**src/rtl/core/assert_macros.svh**
```systemverilog
// ----------------------------------------------------------------------------
// assert_macros.svh
// Concurrent assertion shorthands used by the cache tag engine core module.
// All of them sample on clock and are switched off while reset is high.
// ----------------------------------------------------------------------------
`ifndef ASSERT_MACROS_SVH
`define ASSERT_MACROS_SVH

// property must hold at every clock edge outside reset
`define ASSERT_ALWAYS(label, prop, msg) \
   label: assert property (@(posedge clock) disable iff (reset) (prop)) else $error(msg);

// expression must never be true outside reset
`define ASSERT_NEVER(label, expr, msg) \
   label: assert property (@(posedge clock) disable iff (reset) !(expr)) else $error(msg);

`endif

```
**src/rtl/core/sactl_pkg.sv**
```systemverilog
// ----------------------------------------------------------------------------
// sactl_pkg
// Geometry, row layout and shared types of the set-associative tag engine.
// ----------------------------------------------------------------------------
`default_nettype none

package sactl_pkg;

   // cache geometry
   localparam int NUM_SETS   = 64;
   localparam int NUM_WAYS   = 2;
   localparam int LINE_BYTES = 32;

   localparam int ADDR_W   = 32;
   localparam int COUNT_W  = 32;
   localparam int OFFSET_W = $clog2(LINE_BYTES);
   localparam int SET_W    = $clog2(NUM_SETS);
   localparam int TAG_W    = ADDR_W - OFFSET_W - SET_W;
   localparam int WAY_W    = (NUM_WAYS > 1) ? $clog2(NUM_WAYS) : 1;
   localparam int AGE_W    = WAY_W;

   // result beat layout
   localparam int RSP_USED_W = 2 + WAY_W + SET_W + 5 * COUNT_W;
   localparam int RSP_DATA_W = ((RSP_USED_W + 7) / 8) * 8;

   // one line of a set as held in the tag memory
   typedef struct packed {
      logic             valid;
      logic             dirty;
      logic [AGE_W-1:0] age;
      logic [TAG_W-1:0] tag;
   } line_type;

   typedef line_type [NUM_WAYS-1:0] row_type;

   // outcome of one lookup, passed on to the counters
   typedef struct packed {
      logic             hit;
      logic             writeback;
      logic [WAY_W-1:0] way;
      logic             store;
   } event_type;

   typedef struct packed {
      logic [COUNT_W-1:0] hits;
      logic [COUNT_W-1:0] misses;
      logic [COUNT_W-1:0] writebacks;
      logic [COUNT_W-1:0] loads;
      logic [COUNT_W-1:0] stores;
   } totals_type;

   // contents of a set that was never written: all invalid, age = way index
   function automatic row_type reset_row();
      row_type r;
      for (int w = 0; w < NUM_WAYS; w++) begin
         r[w]     = '0;
         r[w].age = AGE_W'(w);
      end
      return r;
   endfunction

endpackage

`default_nettype wire

```
**src/rtl/core/sactl_tag_ram.sv**
```systemverilog
// ----------------------------------------------------------------------------
// sactl_tag_ram
// Tag memory, one row per set, registered read. A row that has never
// been written reads as the reset contents.
// ----------------------------------------------------------------------------
`default_nettype none

module sactl_tag_ram (
   input  wire logic                        clock,
   input  wire logic                        reset,
   input  wire logic                        rd_en,
   input  wire logic [sactl_pkg::SET_W-1:0] rd_addr,
   output      sactl_pkg::row_type          rd_row,
   input  wire logic                        wr_en,
   input  wire logic [sactl_pkg::SET_W-1:0] wr_addr,
   input  wire sactl_pkg::row_type          wr_row
);

   sactl_pkg::row_type                    mem [sactl_pkg::NUM_SETS];
   logic [sactl_pkg::NUM_SETS-1:0]        written_ff;
   logic [sactl_pkg::NUM_SETS-1:0]        written_in;
   sactl_pkg::row_type                    rd_data_ff;
   logic                                  rd_written_ff;

   // row write port
   always_ff @(posedge clock) begin
      if (wr_en) begin
         mem[wr_addr] <= wr_row;
      end
   end

   // registered read port
   always_ff @(posedge clock) begin
      if (rd_en) begin
         rd_data_ff <= mem[rd_addr];
      end
   end

   // per-row written flags
   always_comb begin
      written_in = written_ff;
      if (wr_en) begin
         written_in[wr_addr] = 1'b1;
      end
   end

   always_ff @(posedge clock) begin
      if (reset) begin
         written_ff    <= '0;
         rd_written_ff <= 1'b0;
      end else begin
         written_ff <= written_in;
         if (rd_en) begin
            rd_written_ff <= written_ff[rd_addr];
         end
      end
   end

   assign rd_row = rd_written_ff ? rd_data_ff : sactl_pkg::reset_row();

endmodule

`default_nettype wire

```
**src/rtl/core/sactl_replace.sv**
```systemverilog
// ----------------------------------------------------------------------------
// sactl_replace
// Way compare, victim choice and age update for one set row.
// ----------------------------------------------------------------------------
`default_nettype none

module sactl_replace (
   input  wire sactl_pkg::row_type          row,
   input  wire logic [sactl_pkg::TAG_W-1:0] tag,
   input  wire logic                        store,
   output      sactl_pkg::row_type          new_row,
   output      sactl_pkg::event_type        evt
);

   logic                              hit;
   logic                              found_free;
   logic                              found_old;
   logic [sactl_pkg::WAY_W-1:0]       hit_way;
   logic [sactl_pkg::WAY_W-1:0]       free_way;
   logic [sactl_pkg::WAY_W-1:0]       old_way;
   logic [sactl_pkg::WAY_W-1:0]       way;
   logic [sactl_pkg::AGE_W-1:0]       cur_age;
   logic                              wb;

   // lowest valid matching way, lowest invalid way, oldest way
   always_comb begin
      hit        = 1'b0;
      found_free = 1'b0;
      found_old  = 1'b0;
      hit_way    = '0;
      free_way   = '0;
      old_way    = '0;
      for (int w = 0; w < sactl_pkg::NUM_WAYS; w++) begin
         if (!hit && row[w].valid && row[w].tag == tag) begin
            hit     = 1'b1;
            hit_way = sactl_pkg::WAY_W'(w);
         end
         if (!found_free && !row[w].valid) begin
            found_free = 1'b1;
            free_way   = sactl_pkg::WAY_W'(w);
         end
         if (!found_old && row[w].age == sactl_pkg::AGE_W'(sactl_pkg::NUM_WAYS - 1)) begin
            found_old = 1'b1;
            old_way   = sactl_pkg::WAY_W'(w);
         end
      end
   end

   // chosen way: hit, else free, else oldest (way 0 if ages were corrupt)
   always_comb begin
      priority if (hit) begin
         way = hit_way;
      end else if (found_free) begin
         way = free_way;
      end else if (found_old) begin
         way = old_way;
      end else begin
         way = '0;
      end
   end

   assign cur_age = row[way].age;
   assign wb      = !hit && row[way].valid && row[way].dirty;

   // touch the chosen way and install or mark dirty
   always_comb begin
      new_row = row;
      for (int w = 0; w < sactl_pkg::NUM_WAYS; w++) begin
         if (sactl_pkg::WAY_W'(w) == way) begin
            new_row[w].age = '0;
         end else if (row[w].age < cur_age) begin
            new_row[w].age = row[w].age + 1'b1;
         end
      end
      if (hit) begin
         new_row[way].dirty = row[way].dirty | store;
      end else begin
         new_row[way].tag   = tag;
         new_row[way].valid = 1'b1;
         new_row[way].dirty = store;
      end
   end

   assign evt.hit       = hit;
   assign evt.writeback = wb;
   assign evt.way       = way;
   assign evt.store     = store;

endmodule

`default_nettype wire

```
**src/rtl/core/sactl_counters.sv**
```systemverilog
// ----------------------------------------------------------------------------
// sactl_counters
// Saturating hit, miss, writeback, load and store counters. totals shows the
// values that apply after the pending event is committed.
// ----------------------------------------------------------------------------
`default_nettype none

module sactl_counters (
   input  wire logic                 clock,
   input  wire logic                 reset,
   input  wire logic                 commit,
   input  wire sactl_pkg::event_type evt,
   output      sactl_pkg::totals_type totals
);

   sactl_pkg::totals_type totals_ff;
   sactl_pkg::totals_type totals_in;

   function automatic logic [sactl_pkg::COUNT_W-1:0] sat_inc(
      input logic [sactl_pkg::COUNT_W-1:0] v,
      input logic                          en
   );
      return (en && v != '1) ? v + 1'b1 : v;
   endfunction

   // next counts for the event under lookup
   always_comb begin
      totals_in.hits       = sat_inc(totals_ff.hits, evt.hit);
      totals_in.misses     = sat_inc(totals_ff.misses, !evt.hit);
      totals_in.writebacks = sat_inc(totals_ff.writebacks, evt.writeback);
      totals_in.loads      = sat_inc(totals_ff.loads, !evt.store);
      totals_in.stores     = sat_inc(totals_ff.stores, evt.store);
   end

   always_ff @(posedge clock) begin
      if (reset) begin
         totals_ff <= '0;
      end else if (commit) begin
         totals_ff <= totals_in;
      end
   end

   assign totals = totals_in;

endmodule

`default_nettype wire

```
**src/rtl/core/set_assoc_cache_lru_tracker_core.sv**
```systemverilog
// ----------------------------------------------------------------------------
// set_assoc_cache_lru_tracker_core
// Tag and LRU replacement engine of a set-associative write-back cache.
// ----------------------------------------------------------------------------
// Usage:
//   req_*  : one beat per load or store; tuser = kind (1 = store),
//            tdata = byte address.
//   rsp_*  : one beat per request: hit, writeback, chosen way, set index and
//            the five saturating event totals after that access.
//   A request accepted in idle reads its set row into the tag memory read
//   register; the lookup then updates and writes the row back and loads the
//   result into the output register (rsp_tvalid). A new request is taken only
//   after that read-modify-write of the set row is done (req_tready in idle).
//   The output register frees the request side: a new request is taken while
//   an earlier result is still waiting on rsp_tready. If the receiver stalls
//   with a result pending, the next lookup holds until the register empties.
//   Reset (synchronous) clears the counters, the per-set written flags and the
//   handshake state; no clearing sweep of the tag memory.
// ----------------------------------------------------------------------------
`default_nettype none

`include "assert_macros.svh"

module set_assoc_cache_lru_tracker_core (
   input  wire logic                             clock,
   input  wire logic                             reset,
   input  wire logic                             req_tvalid,
   output      logic                             req_tready,
   input  wire logic [sactl_pkg::ADDR_W-1:0]     req_tdata,  // address
   input  wire logic                             req_tuser,  // kind
   output      logic                             rsp_tvalid,
   input  wire logic                             rsp_tready,
   // rsp_tdata from bit 0: hit, writeback, chosen_way, set_index, hit_total,
   // miss_total, writeback_total, load_total, store_total, zero fill
   output      logic [sactl_pkg::RSP_DATA_W-1:0] rsp_tdata
);

   typedef enum logic [1:0] {
      S_IDLE   = 2'b01,
      S_LOOKUP = 2'b10
   } state_type;

   state_type                          state_ff;
   state_type                          state_in;
   logic                               req_accept;
   logic                               lookup_fire;
   logic [sactl_pkg::SET_W-1:0]        req_set;
   logic [sactl_pkg::SET_W-1:0]        set_ff;
   logic [sactl_pkg::TAG_W-1:0]        tag_ff;
   logic                               store_ff;
   sactl_pkg::row_type                 rd_row;
   sactl_pkg::row_type                 new_row;
   sactl_pkg::event_type               evt;
   sactl_pkg::totals_type              totals;
   logic                               rsp_valid_ff;
   logic                               rsp_valid_in;
   logic [sactl_pkg::RSP_DATA_W-1:0]   rsp_data_ff;

   // handshake
   assign req_tready  = (state_ff == S_IDLE);
   assign req_accept  = req_tvalid && req_tready;
   assign lookup_fire = (state_ff == S_LOOKUP) && (!rsp_valid_ff || rsp_tready);
   assign req_set     = req_tdata[sactl_pkg::OFFSET_W +: sactl_pkg::SET_W];

   // request fields held for the lookup cycle
   always_ff @(posedge clock) begin
      if (req_accept) begin
         set_ff   <= req_set;
         tag_ff   <= req_tdata[sactl_pkg::ADDR_W-1 -: sactl_pkg::TAG_W];
         store_ff <= req_tuser;
      end
   end

   sactl_tag_ram u_tag_ram (
      .clock   (clock),
      .reset   (reset),
      .rd_en   (req_accept),
      .rd_addr (req_set),
      .rd_row  (rd_row),
      .wr_en   (lookup_fire),
      .wr_addr (set_ff),
      .wr_row  (new_row)
   );

   sactl_replace u_replace (
      .row     (rd_row),
      .tag     (tag_ff),
      .store   (store_ff),
      .new_row (new_row),
      .evt     (evt)
   );

   sactl_counters u_counters (
      .clock  (clock),
      .reset  (reset),
      .commit (lookup_fire),
      .evt    (evt),
      .totals (totals)
   );

   // sequencer
   always_comb begin
      state_in = state_ff;
      unique case (state_ff)
         S_IDLE: begin
            if (req_accept) begin
               state_in = S_LOOKUP;
            end
         end
         S_LOOKUP: begin
            if (lookup_fire) begin
               state_in = S_IDLE;
            end
         end
         default: begin
            state_in = S_IDLE;
         end
      endcase
   end

   // output register
   always_comb begin
      rsp_valid_in = rsp_valid_ff;
      if (lookup_fire) begin
         rsp_valid_in = 1'b1;
      end else if (rsp_tready) begin
         rsp_valid_in = 1'b0;
      end
   end

   always_ff @(posedge clock) begin
      if (reset) begin
         state_ff     <= S_IDLE;
         rsp_valid_ff <= 1'b0;
      end else begin
         state_ff     <= state_in;
         rsp_valid_ff <= rsp_valid_in;
      end
   end

   always_ff @(posedge clock) begin
      if (lookup_fire) begin
         rsp_data_ff <= sactl_pkg::RSP_DATA_W'({totals.stores, totals.loads,
                                                totals.writebacks, totals.misses,
                                                totals.hits, set_ff, evt.way,
                                                evt.writeback, evt.hit});
      end
   end

   assign rsp_tvalid = rsp_valid_ff;
   assign rsp_tdata  = rsp_data_ff;

   // checks
   `ASSERT_ALWAYS(a_accept_to_lookup, req_accept |=> (state_ff == S_LOOKUP && !req_tready), "request accepted but no lookup follows")
   `ASSERT_ALWAYS(a_fire_loads_rsp, lookup_fire |=> rsp_tvalid, "lookup finished without a result beat")
   `ASSERT_NEVER(a_fire_overwrites, lookup_fire && rsp_valid_ff && !rsp_tready, "pending result overwritten")
   `ASSERT_NEVER(a_hit_writeback, lookup_fire && evt.hit && evt.writeback, "writeback reported on a hit")

endmodule

`default_nettype wire
```
**config.mk**
```make
export PLATFORM = sky130hd
export DESIGN_NAME = set_assoc_cache_lru_tracker_core
export DESIGN_NICKNAME = d
export VERILOG_FILES = /design/src/rtl/core/sactl_pkg.sv /design/src/rtl/core/sactl_tag_ram.sv /design/src/rtl/core/sactl_replace.sv /design/src/rtl/core/sactl_counters.sv /design/src/rtl/core/set_assoc_cache_lru_tracker_core.sv
export VERILOG_INCLUDE_DIRS = /design/src /design/src/rtl/core
export SDC_FILE = /design/constraint.sdc
export NUM_CORES = 2
export LEC_CHECK = 0
export ABC_AREA = 0
export CORE_MARGIN = 1.5
export CORE_UTILIZATION = 45
export CTS_CLUSTER_SIZE = 20
export DETAILED_ROUTE_END_ITERATION = 8
export DONT_BUFFER_PORTS = 1
export PLACE_DENSITY_LB_ADDON = 0.1
export SYNTH_ARGS = -nofsm -noshare
export SYNTH_HDL_FRONTEND = slang
export SYNTH_HIERARCHICAL = 1
export SYNTH_SLANG_ARGS = --single-unit
export TNS_END_PERCENT = 50
```
**constraint.sdc**
```tcl
create_clock -name clock -period 20.3 [get_ports clock]
set_input_delay 1.015 -clock clock [delete_from_list [all_inputs] [get_ports clock]]
set_output_delay 1.015 -clock clock [all_outputs]
set_load 0.02 [all_outputs]
```
==> qor.yml <==
placement:
  place.gp.congestion: 0.803
  pre_cts_ws_ns: 14.30
  hpwl_um: 188000
  io_buffers: 0
routing:
  ant_nets: 0
  first_pass_iters: 7
  via_per_inst: 6.16
  drt_iter0_markers: 7578
  drt_wl_total_um: 382000
  vias: 69200
  drc_errors: 0
  wl_per_cell_um: 34.0
synthesis:
  synth_edf_count: 3317
  synth-compound-area-share: 0.0138
  synth_seq_cells: 3545
  synth_top_family_by_area: "multiplexers"
  seq_area_frac_synth: 0.747
  yosys.area_share.simple: 0.0407
  synth_cells: 6660
  yosysWarnings: 6
  synth_xor_area_frac: 0.0131
  synthArstFlopShare: 0
  synth.avg_cell_area_um2: 20.9
  ys.flop_type: "edfxtp_1"
  synth.mux.area_fraction: 0.172
  yosys.area_share.adder: 0.000449
  synth.cell_area_um2: 139000
  yosysUniqueCellTypes: 80
finish:
  regArea_um2: 104000
  drive_above_1_share: 0.259
  layout_common_cells: "3317 x edfxtp_1, 994 x mux4_2, 381 x clkbuf_16"
  syn_to_final_growth_pct: 12.6
  fin_nets: 6844
  multi_input_area_um2: 34000
  final_common_cell: "edfxtp_1"
  nFillCells: 24400
clock_network:
  cts_resized: 0
  clock_latency_ns: 0.96
  cts_buffers: 376
  htree_levels: 5
  cts_setup_buffers: 0
  clockBufferDepth: 4
  clock-sinks: 3545
  cts-root-buf: "clkbuf_16"
  clk_pin_slew_ns: 0.06
  cts_tree: "yes"
  cts_hold_buffers: 0
pwr:
  sw_frac_of_total: 0.207
  seq_power_share: 0.518
  power_density_nw_per_um2: 99.2
  power_frac_comb: 0.037
  power.internal_mw: 12.3
  p_leak_nw: 49.2
  p_clk_frac: 0.445
  p_switching_mw: 3.23
  vdd_drop_max_mv: 0.0735
  p_total_mw: 15.6
hold_path:
  min_path_cells: 0
  worstHoldPathType: "primary input to flop"
  min_from: "req_tdata[25]"
  min_to: "tag_ff[14]"
sta:
  setup_violations: 0
  drv_slew: 196
  setup_tns_ns: 0
  tightestPinTransition_ns: 1.92
  finalCritPeriodShare: 0.295
  finalHoldViolCount: 0
  grt_setup_unrepaired: "no"
  fin_worst_skew_ns: 0.0556
  timing.final.crit_period_ns: 6.00
  slew_headroom: -0.278
  layout_setup_ws_ns: 14.30
  fmax_mhz: 167
critical_path:
  worstSetupEndpointType: "flop"
  worstSetupStartpointType: "flop"
  critPathMaxFanout: 26
  reg2reg_slack_ns: 14.30
  worstReg2RegStart: "u_tag_ram/rd_written_ff"
  criticalPathCategory: "flop to flop"
  reg2reg_depth: 12
  rr_endpoint: "u_counters/totals_ff[92]"
  crit_required_ns: 21.12
  cp.arrival_ns: 6.81
die:
  die_x_um: 560
  initial_core_util: 0.452
  die_area_um2: 313000
  coreArea_um2: 309000
  fp-row-count: 204
  die_h_um: 560
  ioPinCount: 215
outcome:
  outcome: "complete, but fails checks"
  failed_checks: "max-slew violations"
grt:
  antenna_found_initial: 8
  groute.usage.overall: 0.242
  grt_pass1_vias: 68700
  grt.overflow.total: 0
  grt_max_degree: 786
  grt_pass1_wl_um: 535000
job:
  maxCapViolCount: 0
[worst max-delay path, stage by stage, from the launching register on]
cell	delay, ns
dfxtp_2	0.84
buf_4	0.52
and2_1	0.23
xor2_1	0.60
nor4_1	0.09
and3_1	0.24
a22oi_4	0.44
and4_1	0.77
nand2_1	0.26
nor4_1	0.45
nand3_1	0.52
nor4_1	0.46
mux2_2	0.37
[cells in the mapped netlist, types with 71 or more instances]
master       n  area, um2
edfxtp_1  3317      99600
mux4_2     994      22400
nor2_1     312       1170
dfxtp_1    228       4560
clkbuf_1   201        754
nand2_1    132        495
xor2_1     124       1090
a21oi_1    121        606
buf_2      114        571
xnor2_1     85        744
nand3_1     83        415
nand4_1     82        513
nor3_1      71        355
[cells by family after synthesis]
kind of cell | count (synthesis)
AO/OA/AOI/OAI | 310
XOR/XNOR | 209
adder cells (fa/ha/maj) | 5
buffers and inverters | 391
flip-flops | 3545
multiplexers | 1130
other | 1
AND/OR/NAND/NOR | 1069
[how the worst max path moves through the flow]
stage                            startpoint  depth (start not counted)  slack, ns                        to
finish              u_tag_ram/rd_written_ff                         12      14.30  u_counters/totals_ff[92]
global route        u_tag_ram/rd_written_ff                         12      13.97  u_counters/totals_ff[92]
CTS                 u_tag_ram/rd_written_ff                         12      14.31  u_counters/totals_ff[92]
detailed placement  u_tag_ram/rd_written_ff                         12      14.30  u_counters/totals_ff[92]
global placement    u_tag_ram/rd_written_ff                         12      14.30  u_counters/totals_ff[92]
floorplan                        rsp_tready                          4       5.67      u_tag_ram/mem[42][0]
[routing by layer]
| layer | track usage | routed length [um] | vias to the layer above |
|---|---|---|---|
| met5 | 0 | 13 | - |
| met3 | 0.0259 | 20600 | 552 |
| met2 | 0.406 | 190000 | 2415 |
| met1 | 0.340 | 161000 | 38200 |
| li1 | - | - | 28000 |
| met4 | 0.0653 | 10500 | 2 |
[final cells by class]
class / instances / area share
sequential: 3545 / 0.663
multi-input combinational: 2730 / 0.217
clock buffer: 458 / 0.0628
tap: 4120 / 0.0328
clock inverter: 226 / 0.0164
timing repair buffer: 132 / 0.00769
inverter: 17 / 0.000406
antenna: 3 / 0.0000478
[stage by stage]
stage / instance area, um2 / utilization / cells / hold slack (ns)
after global routing: 157000 / 0.509 / 11200 / 0.117
after CTS: 157000 / 0.508 / 11200 / 0.0953
after global placement: 144000 / 0.468 / 10500 / 0.444
after floorplan: 139000 / - / 6666 / 0.424
final: 157000 / 0.509 / 11200 / 0.156
after detailed placement: 144000 / 0.468 / 10500 / 0.456
[flip-flops by register name (all words and copies together), names as in the netlist]
signal	count
u_tag_ram/written_ff	64
rsp_tdata	169
set_ff	6
u_counters/totals_ff	160
rsp_tvalid	1
u_tag_ram/rd_written_ff	1
store_ff	1
tag_ff	21
state_ff	2
u_tag_ram/rd_data_ff	48
u_tag_ram/mem	3072
[power groups by stage]
stage,clock [mW],sequential [mW],combinational (mW)
after floorplan,0,8.21,0.439
after global placement,0,8.23,0.469
after detailed placement,0,8.23,0.484
after CTS,7.06,8.07,0.487
after global routing,7.33,8.07,0.605
final,6.93,8.07,0.569
(Power assumes the default switching activity.)
